## config.mk

```make
export PLATFORM = sky130hd
export DESIGN_NAME = gamepad_report_remapper
export DESIGN_NICKNAME = d
export VERILOG_FILES = /design/src/rtl/grm_pkg.sv /design/src/rtl/gamepad_report_remapper.sv /design/src/rtl/grm_hotkey.sv /design/src/rtl/grm_map.sv
export SDC_FILE = /design/constraint.sdc
export NUM_CORES = 2
export LEC_CHECK = 0
export ABC_AREA = 1
export BUFFER_PORTS_ARGS = -buffer_cell sky130_fd_sc_hd__buf_2
export CAP_MARGIN = 20
export CORE_MARGIN = 1.5
export CORE_UTILIZATION = 64
export CTS_CLUSTER_SIZE = 28
export DETAILED_ROUTE_END_ITERATION = 12
export GPL_TIMING_DRIVEN = 1
export PLACE_DENSITY = 0.83
export SYNTH_ARGS = -nofsm -noshare
export SYNTH_HDL_FRONTEND = slang
export SYNTH_SLANG_ARGS = --single-unit
```

## constraint.sdc

```tcl
create_clock -name i_clk -period 9.4 [get_ports i_clk]
set_clock_uncertainty 0.05 [all_clocks]
set_input_delay 1.88 -clock i_clk [delete_from_list [all_inputs] [get_ports i_clk]]
set_output_delay 1.88 -clock i_clk [all_outputs]
set_load 0.005 [all_outputs]
```

## src/rtl/grm_pkg.sv

```systemverilog
// Shared definitions for the gamepad report remapper: field widths, register
// indexes and reset values, feedback codes, and the fixed-point conversion functions.
// No dependencies.
package grm_pkg;

    localparam int DPAD_W     = 4;
    localparam int BTN_W      = 10;
    localparam int SYS_W      = 4;
    localparam int TRIG_W     = 10;
    localparam int AXIS_W     = 12;
    localparam int ACCEL_EW   = 18;
    localparam int GYRO_EW    = 21;
    localparam int ACCEL_IN_W = 3 * ACCEL_EW;
    localparam int GYRO_IN_W  = 3 * GYRO_EW;
    localparam int CONS_W     = 18;
    localparam int STICK_W    = 16;
    localparam int MOTION_W   = 48;
    localparam int EV_W       = 2;
    localparam int CFG_IDX_W  = 3;
    localparam int CFG_DATA_W = 10;

    // Register indexes on the configuration port.
    localparam logic [CFG_IDX_W-1:0] CFG_TRIGGER_THRESHOLD = 3'd0;
    localparam logic [CFG_IDX_W-1:0] CFG_SWAP_CHORD_BTN    = 3'd1;
    localparam logic [CFG_IDX_W-1:0] CFG_SWAP_CHORD_SYS    = 3'd2;
    localparam logic [CFG_IDX_W-1:0] CFG_MOTION_CHORD_DPAD = 3'd3;
    localparam logic [CFG_IDX_W-1:0] CFG_MOTION_CHORD_BTN  = 3'd4;
    localparam logic [CFG_IDX_W-1:0] CFG_MOTION_CHORD_SYS  = 3'd5;

    localparam logic [TRIG_W-1:0] RST_TRIGGER_THRESHOLD = 10'd358;
    localparam logic [BTN_W-1:0]  RST_SWAP_CHORD_BTN    = 10'd768;
    localparam logic [SYS_W-1:0]  RST_SWAP_CHORD_SYS    = 4'd1;
    localparam logic [DPAD_W-1:0] RST_MOTION_CHORD_DPAD = 4'd1;
    localparam logic [BTN_W-1:0]  RST_MOTION_CHORD_BTN  = 10'd768;
    localparam logic [SYS_W-1:0]  RST_MOTION_CHORD_SYS  = 4'd1;

    // Feedback event codes.
    localparam logic [EV_W-1:0] EV_NONE       = 2'd0;
    localparam logic [EV_W-1:0] EV_SWAP       = 2'd1;
    localparam logic [EV_W-1:0] EV_MOTION_ON  = 2'd2;
    localparam logic [EV_W-1:0] EV_MOTION_OFF = 2'd3;

    localparam int STICK_MID = 32768;
    // floor(v * 63 / 511) for v in 1..511 equals (v * 32320) >> 18.
    localparam int STICK_RECIP = 32320;

    // The gyro scale 13371 / (1024 * 936) reduces to 4457 / (8192 * 39).
    // Rounding half away from zero adds half the divisor to the magnitude.
    localparam int GYRO_PRE_W    = 33;
    localparam int GYRO_PRE_MUL  = 4457;
    localparam int GYRO_PRE_BIAS = 159744;
    // floor(m / 39) for m below 2^20 equals (m * 1720741) >> 26.
    localparam int GYRO_RECIP    = 1720741;

    typedef struct packed {
        logic [TRIG_W-1:0] trigger_threshold;
        logic [BTN_W-1:0]  swap_btn;
        logic [SYS_W-1:0]  swap_sys;
        logic [DPAD_W-1:0] motion_dpad;
        logic [BTN_W-1:0]  motion_btn;
        logic [SYS_W-1:0]  motion_sys;
    } t_cfg;

    // Hotkey stage result: masked report bits and the toggles after this word.
    typedef struct packed {
        logic [DPAD_W-1:0] dpad;
        logic [BTN_W-1:0]  btn;
        logic [SYS_W-1:0]  sys;
        logic              swap;
        logic              motion;
        logic [EV_W-1:0]   event_code;
    } t_hotkey;

    typedef struct packed {
        logic [CONS_W-1:0]   console_buttons;
        logic [STICK_W-1:0]  left_x;
        logic [STICK_W-1:0]  left_y;
        logic [STICK_W-1:0]  right_x;
        logic [STICK_W-1:0]  right_y;
        logic                motion_valid;
        logic [MOTION_W-1:0] accel;
        logic [MOTION_W-1:0] gyro;
        logic [EV_W-1:0]     feedback_event;
        logic                swap_active;
        logic                motion_active;
    } t_result;

    // Clamp to -512..511 and map onto 0..65535 with 32768 at center.
    function automatic logic [STICK_W-1:0] f_scale_axis(input logic signed [AXIS_W-1:0] raw);
        logic signed [9:0] c;
        logic [9:0]        low;
        logic [8:0]        pos;
        logic [23:0]       prod;
        if (raw < -12'sd512) begin
            c = -10'sd512;
        end else if (raw > 12'sd511) begin
            c = 10'sd511;
        end else begin
            c = $signed(raw[9:0]);
        end
        // c + 512 is c with its sign bit flipped.
        low  = {~c[9], c[8:0]};
        pos  = c[8:0];
        prod = 24'(pos) * 24'(STICK_RECIP);
        if (c[9] || (c == 10'sd0)) begin
            return {low, 6'b0};
        end
        return 16'(STICK_MID) + {1'b0, pos, 6'b0} + 16'(prod[23:18]);
    endfunction

    // Optionally negate, halve toward zero, saturate to int16.
    function automatic logic [15:0] f_accel(input logic signed [ACCEL_EW-1:0] a,
                                            input logic neg);
        logic signed [ACCEL_EW:0] v;
        logic signed [ACCEL_EW:0] t;
        logic signed [ACCEL_EW:0] h;
        v = {a[ACCEL_EW-1], a};
        if (neg) begin
            v = -v;
        end
        t = v + $signed({{ACCEL_EW{1'b0}}, v[ACCEL_EW]});
        h = t >>> 1;
        if (h > 19'sd32767) begin
            return 16'h7FFF;
        end else if (h < -19'sd32768) begin
            return 16'h8000;
        end
        return h[15:0];
    endfunction

    // Magnitude times the reduced numerator, plus the rounding bias.
    function automatic logic [GYRO_PRE_W-1:0] f_gyro_pre(input logic signed [GYRO_EW-1:0] g);
        logic [GYRO_EW-1:0] mag;
        mag = g[GYRO_EW-1] ? GYRO_EW'(-g) : g;
        return GYRO_PRE_W'(mag) * GYRO_PRE_W'(GYRO_PRE_MUL) + GYRO_PRE_W'(GYRO_PRE_BIAS);
    endfunction

    // Divide by 8192 * 39 and apply the sign. The quotient stays below
    // 14629, so the int16 limits are never reached.
    function automatic logic [15:0] f_gyro_post(input logic [GYRO_PRE_W-1:0] y,
                                                input logic neg);
        logic [19:0] m;
        logic [40:0] p;
        logic [15:0] q;
        m = y[32:13];
        p = 41'(m) * 41'(GYRO_RECIP);
        q = {1'b0, p[40:26]};
        return neg ? (~q + 16'd1) : q;
    endfunction

endpackage

```

## src/rtl/gamepad_report_remapper.sv

```systemverilog
// Top level of the gamepad report remapper: configuration registers, input
// register, output register and handshake. Uses grm_pkg, grm_hotkey and grm_map.

// One report word goes in and one console word comes out per clock, sustained while each
// result is taken when offered. A report passes through both registers in turn. The
// input register takes the report together with the gyro magnitude products,
// and the output register takes the mapped result after the hotkey and mapping
// logic. The output register frees the input side, so a new report is accepted
// while a result waits. The input side stalls only when both registers are full
// and the waiting result is not taken in that cycle.
// The swap and motion toggles advance as each report moves into the output
// register, so hotkey effects follow report order exactly. Configuration is
// written through a plain write port and should only change while idle.
module gamepad_report_remapper (
    input  logic                           i_clk,
    input  logic                           i_rst_n,
    input  logic                           i_cfg_we,
    input  logic [grm_pkg::CFG_IDX_W-1:0]  i_cfg_index,
    input  logic [grm_pkg::CFG_DATA_W-1:0] i_cfg_data,
    input  logic                           i_in_valid,
    output logic                           o_in_ready,
    input  logic [grm_pkg::DPAD_W-1:0]     i_dpad_bits,
    input  logic [grm_pkg::BTN_W-1:0]      i_button_bits,
    input  logic [grm_pkg::SYS_W-1:0]      i_system_bits,
    input  logic [grm_pkg::TRIG_W-1:0]     i_brake_level,
    input  logic [grm_pkg::TRIG_W-1:0]     i_throttle_level,
    input  logic signed [grm_pkg::AXIS_W-1:0] i_left_x_raw,
    input  logic signed [grm_pkg::AXIS_W-1:0] i_left_y_raw,
    input  logic signed [grm_pkg::AXIS_W-1:0] i_right_x_raw,
    input  logic signed [grm_pkg::AXIS_W-1:0] i_right_y_raw,
    input  logic [grm_pkg::ACCEL_IN_W-1:0] i_accel_raw_packed,
    input  logic [grm_pkg::GYRO_IN_W-1:0]  i_gyro_raw_packed,
    output logic                           o_out_valid,
    input  logic                           i_out_ready,
    output logic [grm_pkg::CONS_W-1:0]     o_console_buttons,
    output logic [grm_pkg::STICK_W-1:0]    o_left_x_out,
    output logic [grm_pkg::STICK_W-1:0]    o_left_y_out,
    output logic [grm_pkg::STICK_W-1:0]    o_right_x_out,
    output logic [grm_pkg::STICK_W-1:0]    o_right_y_out,
    output logic                           o_motion_valid,
    output logic [grm_pkg::MOTION_W-1:0]   o_accel_out_packed,
    output logic [grm_pkg::MOTION_W-1:0]   o_gyro_out_packed,
    output logic [grm_pkg::EV_W-1:0]       o_feedback_event,
    output logic                           o_swap_active,
    output logic                           o_motion_active
);
    import grm_pkg::*;

    t_cfg    r_cfg;
    t_hotkey hk_res;
    t_result map_res;
    t_result r_out;

    logic r_s1_valid, n_s1_valid;
    logic r_out_valid, n_out_valid;
    logic in_acc, advance, s2_free;

    logic [DPAD_W-1:0]     r_s1_dpad;
    logic [BTN_W-1:0]      r_s1_btn;
    logic [SYS_W-1:0]      r_s1_sys;
    logic [TRIG_W-1:0]     r_s1_brake;
    logic [TRIG_W-1:0]     r_s1_throttle;
    logic [AXIS_W-1:0]     r_s1_left_x;
    logic [AXIS_W-1:0]     r_s1_left_y;
    logic [AXIS_W-1:0]     r_s1_right_x;
    logic [AXIS_W-1:0]     r_s1_right_y;
    logic [ACCEL_IN_W-1:0] r_s1_accel;
    logic [GYRO_IN_W-1:0]  r_s1_gyro;
    logic [GYRO_PRE_W-1:0] r_s1_gyro_pre [3];
    logic [GYRO_PRE_W-1:0] gyro_pre [3];

    always_ff @(posedge i_clk) begin
        if (!i_rst_n) begin
            r_cfg.trigger_threshold <= RST_TRIGGER_THRESHOLD;
            r_cfg.swap_btn          <= RST_SWAP_CHORD_BTN;
            r_cfg.swap_sys          <= RST_SWAP_CHORD_SYS;
            r_cfg.motion_dpad       <= RST_MOTION_CHORD_DPAD;
            r_cfg.motion_btn        <= RST_MOTION_CHORD_BTN;
            r_cfg.motion_sys        <= RST_MOTION_CHORD_SYS;
        end else if (i_cfg_we) begin
            unique case (i_cfg_index)
                CFG_TRIGGER_THRESHOLD: r_cfg.trigger_threshold <= i_cfg_data;
                CFG_SWAP_CHORD_BTN:    r_cfg.swap_btn          <= i_cfg_data;
                CFG_SWAP_CHORD_SYS:    r_cfg.swap_sys          <= i_cfg_data[SYS_W-1:0];
                CFG_MOTION_CHORD_DPAD: r_cfg.motion_dpad       <= i_cfg_data[DPAD_W-1:0];
                CFG_MOTION_CHORD_BTN:  r_cfg.motion_btn        <= i_cfg_data;
                CFG_MOTION_CHORD_SYS:  r_cfg.motion_sys        <= i_cfg_data[SYS_W-1:0];
                default: ;
            endcase
        end
    end

    always_comb begin
        s2_free     = !r_out_valid || i_out_ready;
        advance     = r_s1_valid && s2_free;
        o_in_ready  = !r_s1_valid || s2_free;
        in_acc      = i_in_valid && o_in_ready;
        n_s1_valid  = in_acc ? 1'b1 : (advance ? 1'b0 : r_s1_valid);
        n_out_valid = advance ? 1'b1 : ((r_out_valid && i_out_ready) ? 1'b0 : r_out_valid);
        for (int i = 0; i < 3; i++) begin
            gyro_pre[i] = f_gyro_pre($signed(i_gyro_raw_packed[GYRO_EW*i +: GYRO_EW]));
        end
    end

    always_ff @(posedge i_clk) begin
        if (!i_rst_n) begin
            r_s1_valid  <= 1'b0;
            r_out_valid <= 1'b0;
        end else begin
            r_s1_valid  <= n_s1_valid;
            r_out_valid <= n_out_valid;
        end
    end

    always_ff @(posedge i_clk) begin
        if (in_acc) begin
            r_s1_dpad     <= i_dpad_bits;
            r_s1_btn      <= i_button_bits;
            r_s1_sys      <= i_system_bits;
            r_s1_brake    <= i_brake_level;
            r_s1_throttle <= i_throttle_level;
            r_s1_left_x   <= i_left_x_raw;
            r_s1_left_y   <= i_left_y_raw;
            r_s1_right_x  <= i_right_x_raw;
            r_s1_right_y  <= i_right_y_raw;
            r_s1_accel    <= i_accel_raw_packed;
            r_s1_gyro     <= i_gyro_raw_packed;
            r_s1_gyro_pre <= gyro_pre;
        end
        if (advance) begin
            r_out <= map_res;
        end
    end

    grm_hotkey u_hotkey (
        .i_clk     (i_clk),
        .i_rst_n   (i_rst_n),
        .i_advance (advance),
        .i_cfg     (r_cfg),
        .i_dpad    (r_s1_dpad),
        .i_btn     (r_s1_btn),
        .i_sys     (r_s1_sys),
        .o_res     (hk_res)
    );

    grm_map u_map (
        .i_hk        (hk_res),
        .i_threshold (r_cfg.trigger_threshold),
        .i_brake     (r_s1_brake),
        .i_throttle  (r_s1_throttle),
        .i_left_x    (r_s1_left_x),
        .i_left_y    (r_s1_left_y),
        .i_right_x   (r_s1_right_x),
        .i_right_y   (r_s1_right_y),
        .i_accel_raw (r_s1_accel),
        .i_gyro_raw  (r_s1_gyro),
        .i_gyro_pre  (r_s1_gyro_pre),
        .o_res       (map_res)
    );

    assign o_out_valid        = r_out_valid;
    assign o_console_buttons  = r_out.console_buttons;
    assign o_left_x_out       = r_out.left_x;
    assign o_left_y_out       = r_out.left_y;
    assign o_right_x_out      = r_out.right_x;
    assign o_right_y_out      = r_out.right_y;
    assign o_motion_valid     = r_out.motion_valid;
    assign o_accel_out_packed = r_out.accel;
    assign o_gyro_out_packed  = r_out.gyro;
    assign o_feedback_event   = r_out.feedback_event;
    assign o_swap_active      = r_out.swap_active;
    assign o_motion_active    = r_out.motion_active;

endmodule

```

## src/rtl/grm_hotkey.sv

```systemverilog
// Hotkey chord detection for the report remapper: swap and motion toggles,
// edge tracking, feedback event and chord bit suppression. Uses grm_pkg.
module grm_hotkey (
    input  logic                       i_clk,
    input  logic                       i_rst_n,
    input  logic                       i_advance,
    input  grm_pkg::t_cfg              i_cfg,
    input  logic [grm_pkg::DPAD_W-1:0] i_dpad,
    input  logic [grm_pkg::BTN_W-1:0]  i_btn,
    input  logic [grm_pkg::SYS_W-1:0]  i_sys,
    output grm_pkg::t_hotkey           o_res
);
    import grm_pkg::*;

    logic r_swap_toggle, n_swap_toggle;
    logic r_motion_toggle, n_motion_toggle;
    logic r_swap_seen, r_motion_seen;
    logic swap_now, motion_now, swap_rise, motion_rise;

    always_comb begin
        swap_now   = ((i_btn & i_cfg.swap_btn) == i_cfg.swap_btn) &&
                     ((i_sys & i_cfg.swap_sys) == i_cfg.swap_sys);
        motion_now = ((i_dpad & i_cfg.motion_dpad) == i_cfg.motion_dpad) &&
                     ((i_btn & i_cfg.motion_btn) == i_cfg.motion_btn) &&
                     ((i_sys & i_cfg.motion_sys) == i_cfg.motion_sys);
        // The swap chord wins when both rise on the same word.
        swap_rise   = swap_now && !r_swap_seen;
        motion_rise = motion_now && !r_motion_seen && !swap_rise;
        n_swap_toggle   = r_swap_toggle ^ swap_rise;
        n_motion_toggle = r_motion_toggle ^ motion_rise;

        o_res.swap   = n_swap_toggle;
        o_res.motion = n_motion_toggle;
        priority if (swap_rise) begin
            o_res.event_code = EV_SWAP;
        end else if (motion_rise) begin
            o_res.event_code = n_motion_toggle ? EV_MOTION_ON : EV_MOTION_OFF;
        end else begin
            o_res.event_code = EV_NONE;
        end

        o_res.dpad = i_dpad & ~(motion_now ? i_cfg.motion_dpad : '0);
        o_res.btn  = i_btn & ~(swap_now ? i_cfg.swap_btn : '0)
                           & ~(motion_now ? i_cfg.motion_btn : '0);
        o_res.sys  = i_sys & ~(swap_now ? i_cfg.swap_sys : '0)
                           & ~(motion_now ? i_cfg.motion_sys : '0);
    end

    always_ff @(posedge i_clk) begin
        if (!i_rst_n) begin
            r_swap_toggle   <= 1'b0;
            r_motion_toggle <= 1'b1;
            r_swap_seen     <= 1'b0;
            r_motion_seen   <= 1'b0;
        end else if (i_advance) begin
            r_swap_toggle   <= n_swap_toggle;
            r_motion_toggle <= n_motion_toggle;
            r_swap_seen     <= swap_now;
            r_motion_seen   <= motion_now;
        end
    end

endmodule

```

## src/rtl/grm_map.sv

```systemverilog
// Console report mapping: button vector with face swap and trigger thresholds,
// stick scaling, and accelerometer and gyro conversion. Uses grm_pkg.
module grm_map (
    input  grm_pkg::t_hotkey                i_hk,
    input  logic [grm_pkg::TRIG_W-1:0]      i_threshold,
    input  logic [grm_pkg::TRIG_W-1:0]      i_brake,
    input  logic [grm_pkg::TRIG_W-1:0]      i_throttle,
    input  logic [grm_pkg::AXIS_W-1:0]      i_left_x,
    input  logic [grm_pkg::AXIS_W-1:0]      i_left_y,
    input  logic [grm_pkg::AXIS_W-1:0]      i_right_x,
    input  logic [grm_pkg::AXIS_W-1:0]      i_right_y,
    input  logic [grm_pkg::ACCEL_IN_W-1:0]  i_accel_raw,
    input  logic [grm_pkg::GYRO_IN_W-1:0]   i_gyro_raw,
    input  logic [grm_pkg::GYRO_PRE_W-1:0]  i_gyro_pre [3],
    output grm_pkg::t_result                o_res
);
    import grm_pkg::*;

    logic ca, cb, cx, cy;
    logic [ACCEL_EW-1:0] a0, a1, a2;
    logic [GYRO_EW-1:0]  g0, g1, g2;
    logic valid;

    always_comb begin
        a0 = i_accel_raw[ACCEL_EW-1:0];
        a1 = i_accel_raw[2*ACCEL_EW-1:ACCEL_EW];
        a2 = i_accel_raw[3*ACCEL_EW-1:2*ACCEL_EW];
        g0 = i_gyro_raw[GYRO_EW-1:0];
        g1 = i_gyro_raw[2*GYRO_EW-1:GYRO_EW];
        g2 = i_gyro_raw[3*GYRO_EW-1:2*GYRO_EW];

        if (i_hk.swap) begin
            ca = i_hk.btn[0];
            cb = i_hk.btn[1];
            cx = i_hk.btn[2];
            cy = i_hk.btn[3];
        end else begin
            cb = i_hk.btn[0];
            ca = i_hk.btn[1];
            cy = i_hk.btn[2];
            cx = i_hk.btn[3];
        end

        o_res.console_buttons = {
            i_hk.btn[6] || (i_brake >= i_threshold),
            i_hk.btn[4],
            i_hk.dpad[3], i_hk.dpad[2], i_hk.dpad[0], i_hk.dpad[1],
            i_hk.sys[3], i_hk.sys[0],
            i_hk.btn[8], i_hk.btn[9],
            i_hk.sys[2], i_hk.sys[1],
            i_hk.btn[7] || (i_throttle >= i_threshold),
            i_hk.btn[5],
            ca, cb, cx, cy
        };

        o_res.left_x  = f_scale_axis($signed(i_left_x));
        o_res.left_y  = f_scale_axis($signed(i_left_y));
        o_res.right_x = f_scale_axis($signed(i_right_x));
        o_res.right_y = f_scale_axis($signed(i_right_y));

        valid = i_hk.motion && ((i_accel_raw != '0) || (i_gyro_raw != '0));
        o_res.motion_valid = valid;
        if (valid) begin
            o_res.accel = {f_accel($signed(a1), 1'b0),
                           f_accel($signed(a0), 1'b1),
                           f_accel($signed(a2), 1'b1)};
            // A negated axis comes out negative when its raw value is positive.
            o_res.gyro  = {f_gyro_post(i_gyro_pre[1], g1[GYRO_EW-1]),
                           f_gyro_post(i_gyro_pre[0], !g0[GYRO_EW-1]),
                           f_gyro_post(i_gyro_pre[2], !g2[GYRO_EW-1])};
        end else begin
            o_res.accel = '0;
            o_res.gyro  = '0;
        end

        o_res.feedback_event = i_hk.event_code;
        o_res.swap_active    = i_hk.swap;
        o_res.motion_active  = i_hk.motion;
    end

endmodule

```

---- After elaboration in Yosys (flattened, before gate mapping) ----
Index checks and enable logic that the tools add are counted.
word-level totals
  register bits ........................... 533
  output and inout port bits .............. 185
  input bits .............................. 221
  logic and storage cells ................. 229
operators by class
  add/sub/neg operators ................... 22
  equal/unequal tests ..................... 10
  multiply operators ...................... 10
  reduce and logical (&&, ||, !) cells .... 43
  mux-type cells .......................... 61
  $lt $le $gt $ge ......................... 16
  bitwise gates (word level) .............. 26
operators with widths
  operator                number
  $mux 16                 17
  $mul 20x21->41 const B  3
  $mux 10                 10
  $add 33x18->33 const B  3
  $mul 21x13->33 const B  3
  $mul 9x9->18 const B    4
  $add 16x15->16 const A  4
  $add 16x6->16           4
  $mux 21                 3
  $neg 21->21             3
  $reduce_bool 63->1      1
  $gt 18x16->1 const B    3
  $lt 18x16->1 const B    3
  $reduce_bool 54->1      1
  $add 16x1->16 const B   3
  $gt 12x10->1 const B    4
  $lt 12x10->1 const B    4
  $not 15->16             3
  $mux 15                 3
  $and 10x10->10          4
  $logic_not 10->1        4
  $add 19x2->19           2
  $mux 19                 2
  $neg 18->19             2
  other kinds (21)        95

---- Logic depth before layout (Yosys ltp) ----
  depth in word-level cells ............... 15
  depth in mapped cells ................... 33

---- By module ----
A second synthesis with hierarchy kept.
second synthesis, totals
  cell total of the unflattened synthesis .. 8054
  area total of the unflattened synthesis .. 67228.2 µm²
by module, submodules not included
  module                   instances  seq. area each (µm²)  cells an instance  area each (µm²)
  grm_map                  1          0.0                   4873               33362.0
  gamepad_report_remapper  1          15354.7               3023               33086.7
  grm_hotkey               1          80.1                  158                779.5

---- Worst setup path before layout ----
OpenSTA, ideal clock, no wires.
  path type ............................... input to register
  start point ............................. input i_gyro_raw_packed[0] (netlist name)
  end point ............................... register r_s1_gyro_pre[98] (netlist name), data pin
  arrival time ............................ 7.632 ns
  stages on the path ...................... 28
  slack ................................... 1.455 ns
  setup time .............................. 0.263 ns
  data required time ...................... 9.087 ns
  cells stage by stage .................... inv_1 -> ha_1 -> inv_1 -> nor3_1 -> nand2_1 -> nor3_1 -> nand2_1 -> nor3_1 -> nand3_1 -> nor3_1 -> or2_2 -> xor2_1 -> ha_1 -> ha_1 -> fa_1 -> inv_1 -> fa_1 -> inv_1 -> fa_1 -> ha_1 -> ha_1 -> nand2_1 -> nor2_1 -> nand2_1 -> or3b_2 -> o221ai_1 -> a21oi_1 -> xor2_1
RTL lines
  item                  line                            source
  start, declared       gamepad_report_remapper.sv:32   input logic [grm_pkg::GYRO_IN_W-1:0] i_gyro_raw_packed,
  end signal, assigned  gamepad_report_remapper.sv:128  r_s1_gyro_pre <= gyro_pre;
  end, declared         gamepad_report_remapper.sv:69   logic [GYRO_PRE_W-1:0] r_s1_gyro_pre [3];

==> summary by stage <==
Setup path
Counting cells, the worst reg-to-reg path comes to 30. The endpoint class of the critical path is a register. The worst setup path is launched from an input pin. The worst register-to-register path begins at r_s1_gyro_pre[91].

The slowest stage of the critical path is the fa_1 cell. Data on the critical path is required at its endpoint by 9.77 ns. The maximum fanout along the worst path is 7. STA puts the critical path data arrival time at 8.43 ns. The critical path in this run is classified as in2reg.

The cell type with the highest occurrence count on the critical path is ha_1. The minimum setup slack among reg-to-reg paths is 2.36 ns. The worst stage delay on the critical path is 0.54 ns. In this run the critical register-to-register path is captured at o_gyro_out_packed[28].

Placed design
The congestion estimate from routability-driven global placement came to 0.999. The detailed placement HPWL is 135,000 microns. The count of buffers inserted at the top-level ports is 405. The post-placement setup slack is 0.766 ns.

Timing
The worst path meets setup with 1.33 ns of slack. The number of endpoints failing setup at the final stage is 0. The actual slew at the worst max-slew pin is 1.08 ns. The shortest period the worst path allows is 8.07 ns.

Final hold analysis gives a worst-case slack of 0.435 ns. The final count of hold timing violations came to 0. The portion of the clock cycle consumed by the worst path in the final layout is 0.858. Summed over all failing endpoints, the final setup total negative slack is 0 ns. The maximum frequency from static timing analysis is 124 MHz.

Setup repair after global routing left no endpoint under its margin. Headroom to the max-slew limit came out at 0.279. The number of slew-limit violations in the final report is 0.

Synth
By area the synthesized netlist is led by ha_1 24%, edfxtp_1 21%, fa_1 19%, inv_1 10%, nand2_1 7.5%. Ranked by instance count, the synthesized netlist is headed by 1,731 x inv_1, 1,264 x nand2_1, 1,220 x ha_1. The synthesized area per cell is 8.73 sq um. In this run, synthesis inferred 446 flip-flops with an integrated enable.

The cell area after synthesis is 0.0634 sq mm. The commonest register cell after synthesis is edfxtp_1. The synthesized netlist net count is 9,299.

The count of mapped cells out of synthesis is 7,266. The share of the yosys chip area belonging to registers is 0.226. Yosys printed 0 warnings. The number of synthesized register bits is 494. ha_1 takes more of the synthesized area than any other cell. For this run, asynchronously set or reset flops after synthesis account for 0. The proportion of netlist area held by the largest area contributor is 0.241. The number of different library cells in the post-synthesis netlist is 66.

Among all cell types in the netlist, the one instantiated most often is inv_1.

Job
The number of maximum-capacitance violations is 0.

Finish
The number of filler cells placed in the layout is 7,417. The sequential cells in the finished layout cover a total of 0.0144 sq mm. Of the cells placed in the final design, the portion with a size suffix greater than 1 is 0.0795. The net count of the finished layout is 9,743. The area growth from synthesis to final layout is 9.01%. The multi-input combinational cells in the finished layout cover a total of 0.0423 sq mm.

Hold path
The depth of the worst hold-timing path is 2. The class of the most critical hold timing path is reg2reg. The worst hold path terminates at r_cfg[17]. The worst hold path begins at r_cfg[17].

CTS
In this run, post-CTS hold repair placed 0 buffers. The TritonCTS buffer count is 55. The count of instances resized after the clock tree is built is 0. The worst-skew pair later-pin latency is 0.69 ns. The clock tree synthesis step divided the H-tree into 2 levels. Post-CTS timing repair inserted 0 buffers for setup. In this run the clock root is driven by a clkbuf_16. The number of sinks driven by the clock tree is 494. The clock tree from TritonCTS is done. The clock-pin slew of the registers on the worst-case setup and hold paths is 0.06 ns. The clock passes through at most 3 buffers.

Global route
The number of antenna violations at the first check in global routing is 29. Across every metal layer, demand over resource in global routing totals 0.318. The first global-routing pass estimated 258,000 microns of wire. For this run the aggregate overflow at the end of global routing stands at 0. The via count of the first global-routing pass is 51,100. Entering global routing, the biggest net connects 142 pins.

Routing
The antenna violation net count after detailed routing is 0. Summing over every cut layer, the via total after detailed routing is 49,700. The wire length per cell after detailed routing is 17.5 microns. The number of vias per cell after detailed routing is 5.48. The DRC violation count after routing is 0. The length of the first detailed-routing pass in iterations is 5. The total wirelength of the detailed-routed design is 159,000 microns. The initial detailed-routing violation count is 3,238.

Status
The flow ran to the end, and the final reports show no timing, DRC or antenna violations.

Die
The floorplan step defined a die boundary enclosing 0.101 sq mm. The height of the die is 318 microns. From left edge to right edge, the die measures 318 microns. After floorplanning, the core was sized to cover 0.0983 sq mm.

Pin placement for this block handled 406 I/O pins. After floorplanning, the core was divided into 115 placement rows. The effective utilization at floorplan is 0.646.
stage by stage:
| stage | instance area [sq um] | cells | util |
|---|---|---|---|
| 3_5_place_dp | 67100 | 8940 | 0.682 |
| 5_1_grt | 69200 | 9068 | 0.704 |
| 2_1_floorplan | 63400 | 7266 | - |
| 4_1_cts | 69100 | 9044 | 0.703 |
| 3_3_place_gp | 67100 | 8940 | 0.682 |
| 6_report | 69200 | 9073 | 0.704 |
worst max path at each step:
stage,startpoint,endpoint,slack [ns],depth (start not counted)
final,i_gyro_raw_packed[0],r_s1_gyro_pre[98],1.33,30
after global placement,i_gyro_raw_packed[0],r_s1_gyro_pre[98],0.92,30
after detailed placement,i_gyro_raw_packed[0],r_s1_gyro_pre[98],0.77,30
after global routing,i_gyro_raw_packed[0],r_s1_gyro_pre[98],0.80,29
after CTS,i_gyro_raw_packed[0],r_s1_gyro_pre[98],1.42,29
after floorplan,i_gyro_raw_packed[0],r_s1_gyro_pre[98],1.45,28
worst max-delay path, delay by kind of cell:
family	cells	cell delay, ns
compound gates	3	0.63
simple gates	11	2.03
fa+ha+maj	8	2.91
xor+xnor	2	0.34
buf+inv	6	0.64
routing by layer:
layer	wire length [microns]	global-route usage
met1	64100	0.385
met2	78900	0.566
met3	7960	0.0355
met4	7790	0.146
met5	27	0
flip-flops by register name, summed over array words and instances (netlist names), 12 cells and up:
name	flops
r_s1_left_x	12
r_s1_left_y	12
o_gyro_out_packed	48
r_s1_right_x	12
o_console_buttons	18
r_s1_gyro_pre	60
r_cfg	42
r_s1_gyro	63
o_accel_out_packed	48
r_s1_right_y	12
o_left_x_out	16
r_s1_accel	54
o_right_x_out	16
o_left_y_out	16
o_right_y_out	16
logic make-up (layout without fill, tap and decap cells):
family,Yosys count,count (layout),synth area share
and+or+nand+nor,2281,2281,0.151
buffers and inverters,1784,2275,0.107
adders and majority gates,1812,1812,0.427
AOI/OAI and AO/OA,711,711,0.0625
xor gates and xnor gates,184,184,0.0259
other,0,29,0
DFF,494,494,0.226
cells in the final DEF (no fill, tap or decap), types with 55 or more instances in the layout:
cell	netlist	final
xor2_1	141	141
nand4_1	85	85
a21oi_1	367	367
ha_1	1220	1220
fa_1	592	592
clkbuf_16	0	55
nor3_1	71	71
inv_1	1731	1729
edfxtp_1	446	446
nor2_1	526	525
o21ai_0	190	190
buf_2	4	405
nand3_1	222	222
nand2_1	1264	1264
layout make-up:
cell class                 instances  share of cell area
antenna                           29             0.00105
clock buffer                      59              0.0203
clock inverter                    45             0.00908
inverter                        1749              0.0952
multi-input combinational       4988               0.612
sequential                       494               0.208
tap                             1287              0.0233
timing repair buffer             422              0.0313
Power is left out: the tool's default activity adds up to more than one toggle a clock period on the data nets, which glitch-free logic cannot reach.
